==> src/rtl/alr_pkg.sv <==
// ----------------------------------------------------------------------------
// alr_pkg - shared definitions for the antialiased line rasterizer
// Default sizes, register map, item opcodes, configuration bundle and the
// width of the command word between the front end and the back end.
// ----------------------------------------------------------------------------
`default_nettype none

package alr_pkg;

    localparam int COORD_BITS_DEF = 16;
    localparam int FRAC_BITS_DEF  = 16;
    localparam int FIFO_DEPTH_DEF = 4;

    localparam int CFG_ADDR_W = 5;
    localparam int CFG_DATA_W = 32;

    // register index, taken from paddr[4:2]
    localparam logic [2:0] REG_FRAME_WIDTH  = 3'd0;
    localparam logic [2:0] REG_FRAME_HEIGHT = 3'd1;
    localparam logic [2:0] REG_COLOUR_RED   = 3'd2;
    localparam logic [2:0] REG_COLOUR_GREEN = 3'd3;
    localparam logic [2:0] REG_COLOUR_BLUE  = 3'd4;
    localparam logic [2:0] REG_COLOUR_ALPHA = 3'd5;

    localparam logic [7:0] ALPHA_RESET = 8'd127;

    // item opcodes
    localparam logic OP_START = 1'b0;
    localparam logic OP_STEP  = 1'b1;

    typedef struct packed {
        logic [14:0] frame_width;
        logic [14:0] frame_height;
        logic [7:0]  colour_red;
        logic [7:0]  colour_green;
        logic [7:0]  colour_blue;
        logic [7:0]  colour_alpha;
    } t_cfg;

    // command word: op, steep, dy sign, a0, b0, a1, b1, |dx|, |dy|
    function automatic int cmd_width(input int coord_bits);
        return 6 * coord_bits + 5;
    endfunction

endpackage

`default_nettype wire

==> src/rtl/alr_front.sv <==
// ----------------------------------------------------------------------------
// alr_front - input pipe and line classifier
// Takes items from the input stream, finds the steep axis, orders the
// endpoints along the major axis and pushes one command word per item.
// ----------------------------------------------------------------------------
`default_nettype none

module alr_front #(
    parameter int COORD_BITS = alr_pkg::COORD_BITS_DEF,
    parameter int CMD_W      = alr_pkg::cmd_width(alr_pkg::COORD_BITS_DEF)
) (
    input  logic                  i_clk,
    input  logic                  i_rst_n,
    input  logic                  i_valid,
    output logic                  o_ready,
    input  logic                  i_op,
    input  logic [COORD_BITS-1:0] i_x0,
    input  logic [COORD_BITS-1:0] i_y0,
    input  logic [COORD_BITS-1:0] i_x1,
    input  logic [COORD_BITS-1:0] i_y1,
    output logic                  o_push,
    input  logic                  i_full,
    output logic [CMD_W-1:0]      o_cmd
);
    import alr_pkg::*;

    localparam int C = COORD_BITS;

    // stage 1: raw item and endpoint differences
    logic                r_s1_v;
    logic                r_s1_op;
    logic [C-1:0]        r_s1_x0, r_s1_y0, r_s1_x1, r_s1_y1;
    logic signed [C:0]   r_s1_dx, r_s1_dy;

    // stage 2: classified command
    logic                r_s2_v;
    logic                r_s2_op, r_s2_steep, r_s2_dy_neg;
    logic [C-1:0]        r_s2_a0, r_s2_b0, r_s2_a1, r_s2_b1;
    logic [C:0]          r_s2_dx, r_s2_dy_abs;

    logic s1_load, s2_load;
    logic [C:0] abs_dx, abs_dy, abs_maj, abs_min;
    logic signed [C:0] d_maj, d_min;
    logic steep, swap;
    logic [C-1:0] maj0, maj1, min0, min1;

    assign o_push  = r_s2_v && !i_full;
    assign s2_load = !r_s2_v || o_push;
    assign s1_load = !r_s1_v || s2_load;
    assign o_ready = s1_load;

    always_comb begin
        abs_dx = r_s1_dx[C] ? (~r_s1_dx + (C+1)'(1)) : r_s1_dx;
        abs_dy = r_s1_dy[C] ? (~r_s1_dy + (C+1)'(1)) : r_s1_dy;
        steep  = abs_dy > abs_dx;
        d_maj   = steep ? r_s1_dy : r_s1_dx;
        d_min   = steep ? r_s1_dx : r_s1_dy;
        abs_maj = steep ? abs_dy : abs_dx;
        abs_min = steep ? abs_dx : abs_dy;
        maj0 = steep ? r_s1_y0 : r_s1_x0;
        maj1 = steep ? r_s1_y1 : r_s1_x1;
        min0 = steep ? r_s1_x0 : r_s1_y0;
        min1 = steep ? r_s1_x1 : r_s1_y1;
        // endpoints run backward along the major axis: swap them
        swap = d_maj[C];
    end

    always_ff @(posedge i_clk) begin
        if (!i_rst_n) begin
            r_s1_v <= 1'b0;
            r_s2_v <= 1'b0;
        end else begin
            if (s1_load) begin
                r_s1_v <= i_valid;
            end
            if (s2_load) begin
                r_s2_v <= r_s1_v;
            end
        end
    end

    always_ff @(posedge i_clk) begin
        if (s1_load && i_valid) begin
            r_s1_op <= i_op;
            r_s1_x0 <= i_x0;
            r_s1_y0 <= i_y0;
            r_s1_x1 <= i_x1;
            r_s1_y1 <= i_y1;
            r_s1_dx <= {i_x1[C-1], i_x1} - {i_x0[C-1], i_x0};
            r_s1_dy <= {i_y1[C-1], i_y1} - {i_y0[C-1], i_y0};
        end
        if (s2_load && r_s1_v) begin
            r_s2_op     <= r_s1_op;
            r_s2_steep  <= steep;
            r_s2_dy_neg <= d_min[C] ^ swap;
            r_s2_a0     <= swap ? maj1 : maj0;
            r_s2_b0     <= swap ? min1 : min0;
            r_s2_a1     <= swap ? maj0 : maj1;
            r_s2_b1     <= swap ? min0 : min1;
            r_s2_dx     <= abs_maj;
            r_s2_dy_abs <= abs_min;
        end
    end

    assign o_cmd = {r_s2_dy_abs, r_s2_dx, r_s2_b1, r_s2_a1, r_s2_b0, r_s2_a0,
                    r_s2_dy_neg, r_s2_steep, r_s2_op};

endmodule

`default_nettype wire

==> src/rtl/alr_fifo.sv <==
// ----------------------------------------------------------------------------
// alr_fifo - command queue
// Short first-in first-out queue that decouples the classifier from the
// pixel sequencer.
// ----------------------------------------------------------------------------
`default_nettype none

module alr_fifo #(
    parameter int WIDTH = alr_pkg::cmd_width(alr_pkg::COORD_BITS_DEF),
    parameter int DEPTH = alr_pkg::FIFO_DEPTH_DEF
) (
    input  logic             i_clk,
    input  logic             i_rst_n,
    input  logic             i_push,
    input  logic [WIDTH-1:0] i_data,
    output logic             o_full,
    input  logic             i_pop,
    output logic [WIDTH-1:0] o_data,
    output logic             o_empty
);
    import alr_pkg::*;

    localparam int PTR_W = (DEPTH > 1) ? $clog2(DEPTH) : 1;
    localparam int CNT_W = $clog2(DEPTH + 1);

    logic [WIDTH-1:0] r_mem [DEPTH];
    logic [PTR_W-1:0] r_wr_ptr, r_rd_ptr;
    logic [CNT_W-1:0] r_cnt;

    assign o_full  = r_cnt == CNT_W'(DEPTH);
    assign o_empty = r_cnt == '0;
    assign o_data  = r_mem[r_rd_ptr];

    always_ff @(posedge i_clk) begin
        if (!i_rst_n) begin
            r_wr_ptr <= '0;
            r_rd_ptr <= '0;
            r_cnt    <= '0;
        end else begin
            if (i_push) begin
                r_wr_ptr <= (r_wr_ptr == PTR_W'(DEPTH - 1)) ? '0 : r_wr_ptr + PTR_W'(1);
            end
            if (i_pop) begin
                r_rd_ptr <= (r_rd_ptr == PTR_W'(DEPTH - 1)) ? '0 : r_rd_ptr + PTR_W'(1);
            end
            if (i_push && !i_pop) begin
                r_cnt <= r_cnt + CNT_W'(1);
            end else if (i_pop && !i_push) begin
                r_cnt <= r_cnt - CNT_W'(1);
            end
        end
    end

    always_ff @(posedge i_clk) begin
        if (i_push) begin
            r_mem[r_wr_ptr] <= i_data;
        end
    end

endmodule

`default_nettype wire

==> src/rtl/alr_back.sv <==
// ----------------------------------------------------------------------------
// alr_back - line state, gradient divider and pixel sequencer
// Pops commands, divides dy by dx one quotient bit per cycle on a start,
// walks the intercept on a step and sends the two pixels of each item that does work.
// ----------------------------------------------------------------------------
`default_nettype none

module alr_back #(
    parameter int COORD_BITS = alr_pkg::COORD_BITS_DEF,
    parameter int FRAC_BITS  = alr_pkg::FRAC_BITS_DEF,
    parameter int CMD_W      = alr_pkg::cmd_width(alr_pkg::COORD_BITS_DEF)
) (
    input  logic                  i_clk,
    input  logic                  i_rst_n,
    input  logic [CMD_W-1:0]      i_cmd,
    input  logic                  i_empty,
    output logic                  o_pop,
    input  alr_pkg::t_cfg         i_cfg,
    input  logic                  i_out_ready,
    output logic                  o_out_valid,
    output logic [COORD_BITS-1:0] o_pixel_x,
    output logic [COORD_BITS-1:0] o_pixel_y,
    output logic [7:0]            o_red,
    output logic [7:0]            o_green,
    output logic [7:0]            o_blue,
    output logic [7:0]            o_alpha,
    output logic                  o_visible,
    output logic                  o_last,
    output logic                  o_done
);
    import alr_pkg::*;

    localparam int C     = COORD_BITS;
    localparam int F     = FRAC_BITS;
    localparam int AW    = C + F + 1;
    localparam int GW    = F + 2;
    localparam int CNT_W = $clog2(F + 1);
    localparam int VW    = (C + 2 > 17) ? C + 2 : 17;

    typedef enum logic [4:0] {
        S_IDLE = 5'b00001,
        S_DIV  = 5'b00010,
        S_INIT = 5'b00100,
        S_PIX0 = 5'b01000,
        S_PIX1 = 5'b10000
    } t_state;

    // command fields
    logic         c_op, c_steep, c_dy_neg;
    logic [C-1:0] c_a0, c_b0, c_a1, c_b1;
    logic [C:0]   c_dx, c_dy_abs;

    assign c_op     = i_cmd[0];
    assign c_steep  = i_cmd[1];
    assign c_dy_neg = i_cmd[2];
    assign c_a0     = i_cmd[3 +: C];
    assign c_b0     = i_cmd[3 + C +: C];
    assign c_a1     = i_cmd[3 + 2*C +: C];
    assign c_b1     = i_cmd[3 + 3*C +: C];
    assign c_dx     = i_cmd[3 + 4*C +: C + 1];
    assign c_dy_abs = i_cmd[4 + 5*C +: C + 1];

    t_state r_state, n_state;
    logic                 r_steep, r_active, r_dy_neg;
    logic signed [C:0]    r_cur, r_last;
    logic signed [AW-1:0] r_acc;
    logic signed [GW-1:0] r_grad;
    logic [C:0]           r_rem, r_dx;
    logic [F:0]           r_q;
    logic [CNT_W-1:0]     r_cnt;
    logic [C-1:0]         r_a0, r_b0, r_a1, r_b1;
    logic signed [C:0]    r_pmaj [2];
    logic signed [C:0]    r_pmin [2];
    logic [F:0]           r_pcov [2];
    logic                 r_pdone;

    logic         r_ov;
    logic [C-1:0] r_px, r_py;
    logic [7:0]   r_red, r_green, r_blue, r_alpha;
    logic         r_vis, r_last_beat, r_done_beat;

    logic take_start, take_step, div_ge, div_end, step_more;
    logic out_free, out_load, out_sel;
    logic [C:0] div_sub, div_keep;
    logic [F-1:0] step_frac;
    logic signed [C:0] step_ipart;
    logic [F:0] grad_mag, cov_full;
    logic signed [GW-1:0] grad_pos;
    logic signed [AW-1:0] init_base, mag_ext;
    logic signed [C:0] sel_maj, sel_min, pix_x, pix_y;
    logic [F:0] sel_cov;
    logic signed [VW-1:0] vis_x, vis_y, vis_w, vis_h;
    logic [F+8:0] alpha_prod;

    assign o_pop      = (r_state == S_IDLE) && !i_empty;
    assign take_start = o_pop && (c_op == OP_START);
    assign take_step  = o_pop && (c_op == OP_STEP) && r_active;

    // restoring divider, one quotient bit per cycle
    assign div_ge   = r_rem >= r_dx;
    assign div_sub  = r_rem - r_dx;
    assign div_keep = div_ge ? div_sub : r_rem;
    assign div_end  = r_cnt == CNT_W'(F);

    assign step_frac  = r_acc[F-1:0];
    assign step_ipart = r_acc[AW-1:F];
    assign step_more  = r_cur < r_last;

    assign cov_full  = {1'b1, {F{1'b0}}};
    assign grad_mag  = (r_dx == '0) ? '0 : r_q;
    assign grad_pos  = $signed({1'b0, grad_mag});
    assign mag_ext   = $signed({{(AW-F-1){1'b0}}, grad_mag});
    assign init_base = $signed({r_b0[C-1], r_b0, {F{1'b0}}});

    // output register: load when empty or draining
    assign out_free = !r_ov || i_out_ready;
    assign out_sel  = r_state == S_PIX1;
    assign out_load = ((r_state == S_PIX0) || (r_state == S_PIX1)) && out_free;

    always_comb begin
        sel_maj = out_sel ? r_pmaj[1] : r_pmaj[0];
        sel_min = out_sel ? r_pmin[1] : r_pmin[0];
        sel_cov = out_sel ? r_pcov[1] : r_pcov[0];
        pix_x   = r_steep ? sel_min : sel_maj;
        pix_y   = r_steep ? sel_maj : sel_min;
        vis_x   = {{(VW-C-1){pix_x[C]}}, pix_x};
        vis_y   = {{(VW-C-1){pix_y[C]}}, pix_y};
        vis_w   = {{(VW-15){1'b0}}, i_cfg.frame_width};
        vis_h   = {{(VW-15){1'b0}}, i_cfg.frame_height};
        alpha_prod = i_cfg.colour_alpha * sel_cov;
    end

    always_comb begin
        n_state = r_state;
        unique case (r_state)
            S_IDLE: begin
                if (take_start) begin
                    n_state = S_DIV;
                end else if (take_step) begin
                    n_state = S_PIX0;
                end
            end
            S_DIV: begin
                if (div_end) begin
                    n_state = S_INIT;
                end
            end
            S_INIT: begin
                n_state = S_PIX0;
            end
            S_PIX0: begin
                if (out_free) begin
                    n_state = S_PIX1;
                end
            end
            S_PIX1: begin
                if (out_free) begin
                    n_state = S_IDLE;
                end
            end
            default: begin
                n_state = S_IDLE;
            end
        endcase
    end

    always_ff @(posedge i_clk) begin
        if (!i_rst_n) begin
            r_state  <= S_IDLE;
            r_active <= 1'b0;
            r_cnt    <= '0;
            r_ov     <= 1'b0;
        end else begin
            r_state <= n_state;
            if (take_start) begin
                r_cnt <= '0;
            end else if (r_state == S_DIV) begin
                r_cnt <= r_cnt + CNT_W'(1);
            end
            if (take_step) begin
                r_active <= step_more;
            end else if (r_state == S_INIT) begin
                r_active <= r_dx >= (C+1)'(2);
            end
            if (out_load) begin
                r_ov <= 1'b1;
            end else if (i_out_ready) begin
                r_ov <= 1'b0;
            end
        end
    end

    always_ff @(posedge i_clk) begin
        if (take_start) begin
            r_steep  <= c_steep;
            r_a0     <= c_a0;
            r_b0     <= c_b0;
            r_a1     <= c_a1;
            r_b1     <= c_b1;
            r_dx     <= c_dx;
            r_dy_neg <= c_dy_neg;
            r_rem    <= c_dy_abs;
            r_q      <= '0;
        end
        if (r_state == S_DIV) begin
            r_rem <= {div_keep[C-1:0], 1'b0};
            r_q   <= {r_q[F-1:0], div_ge};
        end
        if (take_step) begin
            r_pmaj[0] <= r_cur;
            r_pmaj[1] <= r_cur;
            r_pmin[0] <= step_ipart;
            r_pmin[1] <= step_ipart + (C+1)'(1);
            r_pcov[0] <= cov_full - {1'b0, step_frac};
            r_pcov[1] <= {1'b0, step_frac};
            r_pdone   <= !step_more;
            r_acc     <= r_acc + {{(AW-GW){r_grad[GW-1]}}, r_grad};
            r_cur     <= r_cur + (C+1)'(1);
        end
        if (r_state == S_INIT) begin
            r_grad    <= r_dy_neg ? -grad_pos : grad_pos;
            r_acc     <= r_dy_neg ? init_base - mag_ext : init_base + mag_ext;
            r_cur     <= {r_a0[C-1], r_a0} + (C+1)'(1);
            r_last    <= {r_a1[C-1], r_a1} - (C+1)'(1);
            r_pmaj[0] <= {r_a0[C-1], r_a0};
            r_pmin[0] <= {r_b0[C-1], r_b0};
            r_pmaj[1] <= {r_a1[C-1], r_a1};
            r_pmin[1] <= {r_b1[C-1], r_b1};
            r_pcov[0] <= cov_full;
            r_pcov[1] <= cov_full;
            r_pdone   <= r_dx < (C+1)'(2);
        end
        if (out_load) begin
            r_px        <= pix_x[C-1:0];
            r_py        <= pix_y[C-1:0];
            r_red       <= i_cfg.colour_red;
            r_green     <= i_cfg.colour_green;
            r_blue      <= i_cfg.colour_blue;
            r_alpha     <= alpha_prod[F+7:F];
            r_vis       <= (vis_x < vis_w) && (vis_y < vis_h);
            r_last_beat <= out_sel;
            r_done_beat <= r_pdone;
        end
    end

    assign o_out_valid = r_ov;
    assign o_pixel_x   = r_px;
    assign o_pixel_y   = r_py;
    assign o_red       = r_red;
    assign o_green     = r_green;
    assign o_blue      = r_blue;
    assign o_alpha     = r_alpha;
    assign o_visible   = r_vis;
    assign o_last      = r_last_beat;
    assign o_done      = r_done_beat;

endmodule

`default_nettype wire

==> src/rtl/antialiased_line_rasterizer_top.sv <==
// ----------------------------------------------------------------------------
// antialiased_line_rasterizer_top - antialiased line rasterizer
// Wu-style line walker: a start item sets up a line, each step item
// yields the two coverage-weighted pixels of the next column.
// ----------------------------------------------------------------------------
// Using the block: send a start item (tuser = 0) with both endpoints, then
// one step item (tuser = 1) per interior column. Every item that does work
// returns a pair of pixel items; tlast marks the second one of the pair and
// tuser[1] goes high once no interior column is left. Steps sent with no
// line in progress are dropped without output. For a start item the back
// end pops it, runs the bit-serial gradient divider, sets up and sends
// two output beats; for a step item it pops it and sends two output beats
// through the single output register. Items enter through a two-stage
// classifier and a FIFO_DEPTH-entry command queue, so input keeps flowing
// while the back end divides or the output is stalled, until the queue
// fills. Configuration registers sit on the APB port at byte address
// 4 * index and are only to be written while the block is idle.
`default_nettype none

module antialiased_line_rasterizer_top #(
    parameter int  COORD_BITS = alr_pkg::COORD_BITS_DEF,
    parameter int  FRAC_BITS  = alr_pkg::FRAC_BITS_DEF,
    parameter int  FIFO_DEPTH = alr_pkg::FIFO_DEPTH_DEF,
    localparam int IN_W       = ((4 * COORD_BITS + 7) / 8) * 8,
    localparam int OUT_W      = ((2 * COORD_BITS + 32 + 7) / 8) * 8
) (
    input  logic                           i_clk,
    input  logic                           i_rst_n,
    // configuration port
    input  logic                           psel,
    input  logic                           penable,
    input  logic                           pwrite,
    input  logic [alr_pkg::CFG_ADDR_W-1:0] paddr,
    input  logic [alr_pkg::CFG_DATA_W-1:0] pwdata,
    output logic [alr_pkg::CFG_DATA_W-1:0] prdata,
    output logic                           pready,
    // input items
    input  logic                           s_axis_tvalid,
    output logic                           s_axis_tready,
    input  logic [IN_W-1:0]                s_axis_tdata,  // start_x, start_y, end_x, end_y
    input  logic [0:0]                     s_axis_tuser,  // op
    // pixel items
    output logic                           m_axis_tvalid,
    input  logic                           m_axis_tready,
    output logic [OUT_W-1:0]               m_axis_tdata,  // pixel_x, pixel_y, red, green,
                                                          // blue, alpha
    output logic [1:0]                     m_axis_tuser,  // visible, line_done
    output logic                           m_axis_tlast   // last_of_run
);
    import alr_pkg::*;

    localparam int C     = COORD_BITS;
    localparam int CMD_W = cmd_width(COORD_BITS);

    t_cfg r_cfg;
    logic cfg_wr;
    logic [2:0] cfg_idx;

    logic             push, full, pop, empty;
    logic [CMD_W-1:0] cmd_in, cmd_out;

    logic [C-1:0] px, py;
    logic [7:0]   red, green, blue, alpha;
    logic         visible, last_beat, done;

    // ---------------- configuration registers ----------------
    assign pready  = 1'b1;
    assign cfg_wr  = psel && penable && pwrite;
    assign cfg_idx = paddr[CFG_ADDR_W-1:2];

    always_ff @(posedge i_clk) begin
        if (!i_rst_n) begin
            r_cfg.frame_width  <= '0;
            r_cfg.frame_height <= '0;
            r_cfg.colour_red   <= '0;
            r_cfg.colour_green <= '0;
            r_cfg.colour_blue  <= '0;
            r_cfg.colour_alpha <= ALPHA_RESET;
        end else if (cfg_wr) begin
            // drop writes to unmapped indexes
            unique case (cfg_idx)
                REG_FRAME_WIDTH:  r_cfg.frame_width  <= pwdata[14:0];
                REG_FRAME_HEIGHT: r_cfg.frame_height <= pwdata[14:0];
                REG_COLOUR_RED:   r_cfg.colour_red   <= pwdata[7:0];
                REG_COLOUR_GREEN: r_cfg.colour_green <= pwdata[7:0];
                REG_COLOUR_BLUE:  r_cfg.colour_blue  <= pwdata[7:0];
                REG_COLOUR_ALPHA: r_cfg.colour_alpha <= pwdata[7:0];
                default: begin
                end
            endcase
        end
    end

    always_comb begin
        prdata = '0;
        unique case (cfg_idx)
            REG_FRAME_WIDTH:  prdata[14:0] = r_cfg.frame_width;
            REG_FRAME_HEIGHT: prdata[14:0] = r_cfg.frame_height;
            REG_COLOUR_RED:   prdata[7:0]  = r_cfg.colour_red;
            REG_COLOUR_GREEN: prdata[7:0]  = r_cfg.colour_green;
            REG_COLOUR_BLUE:  prdata[7:0]  = r_cfg.colour_blue;
            REG_COLOUR_ALPHA: prdata[7:0]  = r_cfg.colour_alpha;
            default: begin
            end
        endcase
    end

    // ---------------- front end: accept and classify ----------------
    alr_front #(
        .COORD_BITS (COORD_BITS),
        .CMD_W      (CMD_W)
    ) u_front (
        .i_clk   (i_clk),
        .i_rst_n (i_rst_n),
        .i_valid (s_axis_tvalid),
        .o_ready (s_axis_tready),
        .i_op    (s_axis_tuser[0]),
        .i_x0    (s_axis_tdata[0 +: C]),
        .i_y0    (s_axis_tdata[C +: C]),
        .i_x1    (s_axis_tdata[2*C +: C]),
        .i_y1    (s_axis_tdata[3*C +: C]),
        .o_push  (push),
        .i_full  (full),
        .o_cmd   (cmd_in)
    );

    // ---------------- command queue ----------------
    alr_fifo #(
        .WIDTH (CMD_W),
        .DEPTH (FIFO_DEPTH)
    ) u_fifo (
        .i_clk   (i_clk),
        .i_rst_n (i_rst_n),
        .i_push  (push),
        .i_data  (cmd_in),
        .o_full  (full),
        .i_pop   (pop),
        .o_data  (cmd_out),
        .o_empty (empty)
    );

    // ---------------- back end: divide, walk, emit ----------------
    alr_back #(
        .COORD_BITS (COORD_BITS),
        .FRAC_BITS  (FRAC_BITS),
        .CMD_W      (CMD_W)
    ) u_back (
        .i_clk       (i_clk),
        .i_rst_n     (i_rst_n),
        .i_cmd       (cmd_out),
        .i_empty     (empty),
        .o_pop       (pop),
        .i_cfg       (r_cfg),
        .i_out_ready (m_axis_tready),
        .o_out_valid (m_axis_tvalid),
        .o_pixel_x   (px),
        .o_pixel_y   (py),
        .o_red       (red),
        .o_green     (green),
        .o_blue      (blue),
        .o_alpha     (alpha),
        .o_visible   (visible),
        .o_last      (last_beat),
        .o_done      (done)
    );

    // pack the pixel item, zero fill up to a whole byte
    always_comb begin
        m_axis_tdata = '0;
        m_axis_tdata[0 +: C]        = px;
        m_axis_tdata[C +: C]        = py;
        m_axis_tdata[2*C +: 8]      = red;
        m_axis_tdata[2*C + 8 +: 8]  = green;
        m_axis_tdata[2*C + 16 +: 8] = blue;
        m_axis_tdata[2*C + 24 +: 8] = alpha;
    end

    assign m_axis_tuser = {done, visible};
    assign m_axis_tlast = last_beat;

endmodule

`default_nettype wire

==> config.mk <==
export PLATFORM = sky130hd
export DESIGN_NAME = antialiased_line_rasterizer_top
export DESIGN_NICKNAME = d
export VERILOG_FILES = /design/src/rtl/alr_pkg.sv /design/src/rtl/alr_front.sv /design/src/rtl/alr_fifo.sv /design/src/rtl/alr_back.sv /design/src/rtl/antialiased_line_rasterizer_top.sv
export SDC_FILE = /design/constraint.sdc
export NUM_CORES = 2
export LEC_CHECK = 0
export BUFFER_PORTS_ARGS = -buffer_cell sky130_fd_sc_hd__clkbuf_2
export CAP_MARGIN = 5
export CORE_MARGIN = 5
export CORE_UTILIZATION = 28
export CTS_CLUSTER_DIAMETER = 120
export DETAILED_ROUTE_END_ITERATION = 7
export PLACE_DENSITY = 0.47
export SETUP_SLACK_MARGIN = 0.05
export SLEW_MARGIN = 30
export SYNTH_ARGS = -nofsm -noshare
export SYNTH_HDL_FRONTEND = slang
export SYNTH_SLANG_ARGS = --single-unit
export TNS_END_PERCENT = 100
==> constraint.sdc <==
create_clock -name i_clk -period 5.35 [get_ports i_clk]
set_input_delay 0.535 -clock i_clk [delete_from_list [all_inputs] [get_ports i_clk]]
set_output_delay 0.535 -clock i_clk [all_outputs]
set_load 0.02 [all_outputs]
---- Word level (Yosys, flattened, before mapping) ----
Memory sizes are Yosys's and may differ from the RTL's. A register that Yosys moved wholly into a read port is not among the register bits.
Cells that the tools add are included.
word-level totals
  flip-flop bits (word level) ............. 553
  bits in writable memories ............... 506
  input bits .............................. 109
  output and inout port bits .............. 102
  logic and storage cells ................. 219
  memories ................................ 4
memory list
  memory         depth  bits a word  rd ports  clocked after memory_dff  write ports  RTL line        text
  u_fifo.r_mem   4      101          1         1                         1            alr_fifo.sv:26  logic [WIDTH-1:0] r_mem [DEPTH];
  u_back.r_pcov  2      17           2         0                         2            alr_back.sv:74  logic [F:0] r_pcov [2];
  u_back.r_pmaj  2      17           2         0                         2            alr_back.sv:72  logic signed [C:0] r_pmaj [2];
  u_back.r_pmin  2      17           2         0                         2            alr_back.sv:73  logic signed [C:0] r_pmin [2];
operators by class
  $add $sub $neg .......................... 19
  multiply operators ...................... 1
  $lt $le $gt $ge ......................... 7
  eq/ne operators ......................... 18
  mux-type cells .......................... 63
  bitwise gates (word level) .............. 11
  reduce and logical (&&, ||, !) cells .... 40
operators with widths
  operator                count
  $mux 17                 25
  $mux 16                 9
  $mux 33                 3
  $add 17x2->17 const B   4
  $pmux 8 s6              1
  $lt 17x16->1            2
  $not 17->17             2
  $sub 16x16->17          2
  $add 32x18->33          1
  $add 33x33->33          1
  $sub 32x18->33          1
  $mux 5                  5
  $pmux 5 s5              1
  $mul 8x17->24           1
  $neg 17->18             1
  $add 16x2->17 const B   1
  $ge 17x17->1            1
  $ge 17x2->1 const B     1
  $gt 17x17->1            1
  $logic_not 17->1        1
  $lt 17x17->1            1
  $lt 17x2->1 const B     1
  $sub 16x2->17 const B   1
  $sub 17x16->17 const A  1
  31 further kinds        91

---- Longest topological paths before layout ----
  word-level depth ........................ 8
  mapped depth ............................ 24
  depth with buffers taken out ............ 22

---- Hierarchy ----
A second synthesis with hierarchy kept.
unflattened totals
  cell total of the unflattened synthesis .. 3,920
  area total of the unflattened synthesis .. 53,050.9 µm²
modules (own cells, without submodules)
  module                           times used  cells an instance  area each (µm²)  sequential area each (µm²)
  alr_back                         1           2,178              23,864.1         11,370.9
  alr_fifo                         1           571                15,034.4         12,311.8
  alr_front                        1           846                11,130.7         6,045.8
  antialiased_line_rasterizer_top  1           325                3,021.6          1,241.2

---- Least setup slack after synthesis ----
Ideal clock, no wire load.
  path kind ............................... register to register
  start point ............................. register u_back.r_state[1]
  end point ............................... register u_back.r_alpha[7], in the netlist u_back.o_alpha[7] (data pin)
  setup time .............................. 0.260 ns
  data arrival time ....................... 5.558 ns
  data required time ...................... 5.090 ns
  setup slack ............................. -0.468 ns
  cell stages (with the launch flop) ...... 24
  clock period less this slack ............ 5.818 ns
  cells stage by stage .................... dfxtp_1 buf_2 nor3_4 nand2_8 clkbuf_1 mux2i_1 nor2b_1 fa_1 inv_1 fa_1 inv_1 fa_1 inv_1 fa_1 inv_1 ha_1 a222oi_1 nand2_1 nor3_1 a31oi_1 o21a_1 o21a_1 nor2_1 xnor2_1
between the ends
  longest elaborated chain between the ends .. 3
RTL lines
  what                       RTL line         text
  start, declared            alr_back.sv:63   t_state r_state, n_state;
  start signal, assigned     alr_back.sv:174  r_state <= n_state;
  $eq 5x5->1                 alr_back.sv:117  assign out_sel = r_state == S_PIX1;
  $mux 17                    alr_back.sv:123  sel_cov = out_sel ? r_pcov[1] : r_pcov[0];
  $mul 8x17->24              alr_back.sv:130  alpha_prod = i_cfg.colour_alpha * sel_cov;
  via u_back.alpha_prod[23]  alr_back.sv:93   logic [F+8:0] alpha_prod;
  end signal, assigned       alr_back.sv:239  r_alpha <= alpha_prod[F+7:F];
  end, declared              alr_back.sv:79   logic [7:0] r_red, r_green, r_blue, r_alpha;
The timed path passes the listed nets, and every way through them passes these cells.
A chain may end at the register's enable or synchronous reset.

---- Worst setup path after layout ----
  start point ............................. register u_back.r_state[2]
  end point ............................... register u_back.r_alpha[4], in the netlist u_back.o_alpha[4] (data pin)
The elaborated chain is that of the path after synthesis.

==> qor.yml <==
timing:
  skew_ns: 0.0622
  worst_slew_pin_slew_ns: 0.950
  relSlewSlack: 0.367
  finalSetupViolCount: 0
  fmax_mhz: 188
  hold_violations: 0
  min_period_ns: 5.32
  slew_violations: 0
  timing.hold.ws_ns: 0.0804
  rsz0062_at_grt: "yes"
  post-route-period-util: 0.995
  tns_ns: 0
placement:
  dpl.hpwl_um: 92100
  gp_congestion: 0.848
  port_buffers: 173
  dp.cells: 6554
global_routing:
  busiest_layer: "met2"
  met2_usage: 0.199
  met1_usage: 0.190
  antenna_found_initial: 1
  grt_usage: 0.129
  grt_overflow_total: 0
  grt_max_degree: 102
  use_met3: 0.0197
  grt_pass1_wl_um: 197000
  grt_pass1_vias: 31400
floorplanning:
  die_w_um: 444
  core_mm2: 0.188
  io_pins: 211
  start_util: 0.281
  rows: 159
  dieArea_mm2: 0.197
  die_y_um: 444
pwr:
  power_switching_share: 0.292
  fin_total_pwr_w: 0.0233
  p_switching_w: 0.00681
  seq_power_share: 0.463
  p_per_area_mw_per_mm2: 376
  vdd_drop_max_v: 0.000281
  power.internal_w: 0.0165
  combPwrFrac: 0.215
  p_leak_nw: 22.5
  power_frac_clock: 0.322
worst_hold_path:
  min-delay-start: "pwdata[12]"
  hp-class: "in2reg"
clock_network:
  cts_num_sinks: 1060
  cts_tree: "yes"
  clockBufferDepth: 3
  cts-buffers-inserted: 110
  root_buffer: "clkbuf_16"
  path_clk_slew_ns: 0.06
  h-tree-depth: 3
  insertion_delay_ns: 0.74
synth:
  synth_mux_area_frac: 0.113
  yosysWarnings: 0
  synthDistinctLibCells: 86
  synth_compound_area_frac: 0.0604
  synth-simple-area-share: 0.0939
  synth_edf_count: 974
  ys_seq_area_frac: 0.587
  synth_top_family_by_area: "multiplexers"
  synthAdderAreaFrac: 0.0827
  syn_inst: 3923
  ys_ff_latch: 1060
  mappedNetlistArea_mm2: 0.0528
  synth_xor_area_frac: 0.0309
  async_flop_share: 0
  synth_ff_type: "edfxtp_1"
  syn_avg_cell_area_um2: 13.5
cells_and_area:
  fin_util: 0.331
  mostFrequentLayoutCells: "edfxtp_1, nand2_1, mux2i_1"
  drive_above_1_share: 0.161
  fin_cells: 6850
  fin_nets: 4665
  layout_commonest_cell: "edfxtp_1"
  area.growth.synth_to_final_pct: 17.5
setup_path:
  reg2reg_depth: 22
  path_class: "reg2reg"
  crit_path_end_kind: "register"
  cp.arrival_ns: 5.75
  rr_endpoint: "u_back.o_alpha[4]$_DFFE_PP_"
  crit_path_start_kind: "register"
  critPathMaxFanout: 6
  regToRegStartpoint: "u_back.r_state[2]$_SDFFE_PN0P_"
  worstPathRequired_ns: 5.77
  crit_path_start: "u_back.r_state[2]$_SDFFE_PN0P_"
  r2r_slack_ns: 0.03
  crit_end: "u_back.o_alpha[4]$_DFFE_PP_"
routing:
  vias: 31300
  drt_iter0_drc: 1891
  drc_errors: 0
  wl_per_cell_um: 18.9
  totalWireLength_um: 129000
  ant_nets: 0
  drtPass1Iterations: 5
  vias_per_cell: 4.57
run_status:
  status: "finished, final reports clean"
flow_run:
  max_cap_viol_count: 0
## layout make-up
type | instances | area, um^2
Clock buffer | 134 | 2890
Antenna cell | 1 | 2.50
Inverter | 269 | 1010
Multi-Input combinational cell | 2448 | 20600
Sequential cell | 1060 | 31000
Clock inverter | 69 | 646
Tap cell | 2495 | 3120
Timing Repair Buffer | 374 | 2800
Fill cell | 18400 | 126000
## power by group through the flow
stage	Combinational [W]	Sequential, W	Clock, W
after CTS	0.00504	0.0108	0.00779
final	0.00501	0.0108	0.00752
after global routing	0.00554	0.0109	0.00812
after detailed placement	0.00495	0.0110	0
after floorplan	0.00361	0.0106	0
after global placement	0.00493	0.0110	0
## critical path, cell delays in order (launching register included)
cell	delay, ns
dfxtp_2	0.33
nor3_4	0.20
buf_12	0.14
nand2_8	0.08
buf_12	0.17
mux2i_4	0.21
buf_4	0.15
nor2b_1	0.13
fa_1	0.47
fa_1	0.52
fa_1	0.54
inv_1	0.05
fa_1	0.52
inv_1	0.06
ha_4	0.24
and4_1	0.17
o21ai_1	0.08
buf_4	0.14
a21oi_2	0.05
a211o_1	0.28
a31o_4	0.27
mux2i_1	0.14
nand3_1	0.07
## worst min-delay path by stage
stage	endpoint	slack, ns	cells past startpoint
detailed placement	u_back.o_done$_DFFE_PP_	0.41	0
CTS	r_cfg[59]$_SDFFE_PN0P_	0.002	3
floorplan	u_back.o_done$_DFFE_PP_	0.40	0
global placement	u_back.o_done$_DFFE_PP_	0.41	0
finish	r_cfg[59]$_SDFFE_PN0P_	0.08	3
global route	r_cfg[60]$_SDFFE_PN0P_	0.04	3
## logic make-up after synthesis
family,after synthesis
muxes,461
other,2
AOI/OAI and AO/OA,484
adders and majority gates,293
xor gates and xnor gates,186
DFF,1060
and+or+nand+nor,1006
buffers and inverters,431
## registers in the layout, summed over array words and instances (netlist names), 17 cells and up, named ones only
signal and count:
u_back.r_pcov 33, u_back.r_acc 33, u_back.r_pmin 34, u_back.r_q 17, u_back.r_dx 17, u_front.r_s2_dx 17, r_cfg 62, u_back.r_pmaj 34
u_front.r_s1_dy 17, u_back.r_grad 18, u_back.r_rem 17, u_back.r_last 17, u_front.r_s1_dx 17, u_fifo.r_mem 404, u_back.r_cur 17, u_front.r_s2_dy_abs 17
## stage by stage
| step | setup WS (ns) | cell area, um^2 |
|---|---|---|
| 6_report | 0.0273 | 62000 |
| 5_1_grt | -0.218 | 62000 |
| 4_1_cts | -0.0840 | 61800 |
| 3_5_place_dp | -0.204 | 57200 |
| 3_3_place_gp | -0.198 | 57200 |
| 2_1_floorplan | -0.0625 | 52900 |
## timing repair
action                                  4_1_cts  5_1_grt
resized for setup                            58       33
buffers inserted                             13        8
cloned                                        1        0
endpoints found under the setup margin        8       42
hold buffers                                 68        0
hold endpoints to repair                     69        0
pin swaps                                    57       43
## synthesized netlist by cell type, drive strengths merged, types with 5 or more instances
master   count  area (um^2)
nor4        28          188
xnor2       78          683
a31oi       12         75.1
o211ai      13         97.6
nor3        48          252
dfxtp       86         1720
nand2b      38          245
edfxtp     974        29200
nand4       22          138
o21bai       6         45.0
o311ai      12          105
o41ai        7         61.3
nor2b      145          910
o22ai       11         68.8
o21ai      111          556
buf         58          327
nand3       59          295
mux4       105         2360
or4         11         82.6
or3         20          125
o21a        26          195
a32oi        7         61.3
a21oi      102          510
a21boi      48          360
a22oi        9         67.6
a211oi      13          103
fa          93         1860
ha         200         2500
mux2         9          101
and3        16          100
mux2i      347         3470
and2        61          382
o31ai       27          203
and4         5         43.8
inv        268         1010
a21o        38          285
or2         13         81.3
nand2      360         1370
o2111ai      5         43.8
clkbuf     104          390
nor2       167          629
xor2       108          946
a41oi        6         60.1
## layer usage
layer,share of wire,wire [um],vias to the layer above
li1,-,-,15100
met1,0.49,63600,15500
met2,0.45,58100,566
met3,0.038,4980,150
met4,0.021,2770,0
met5,0,0,-
(Power assumes the default switching activity.)
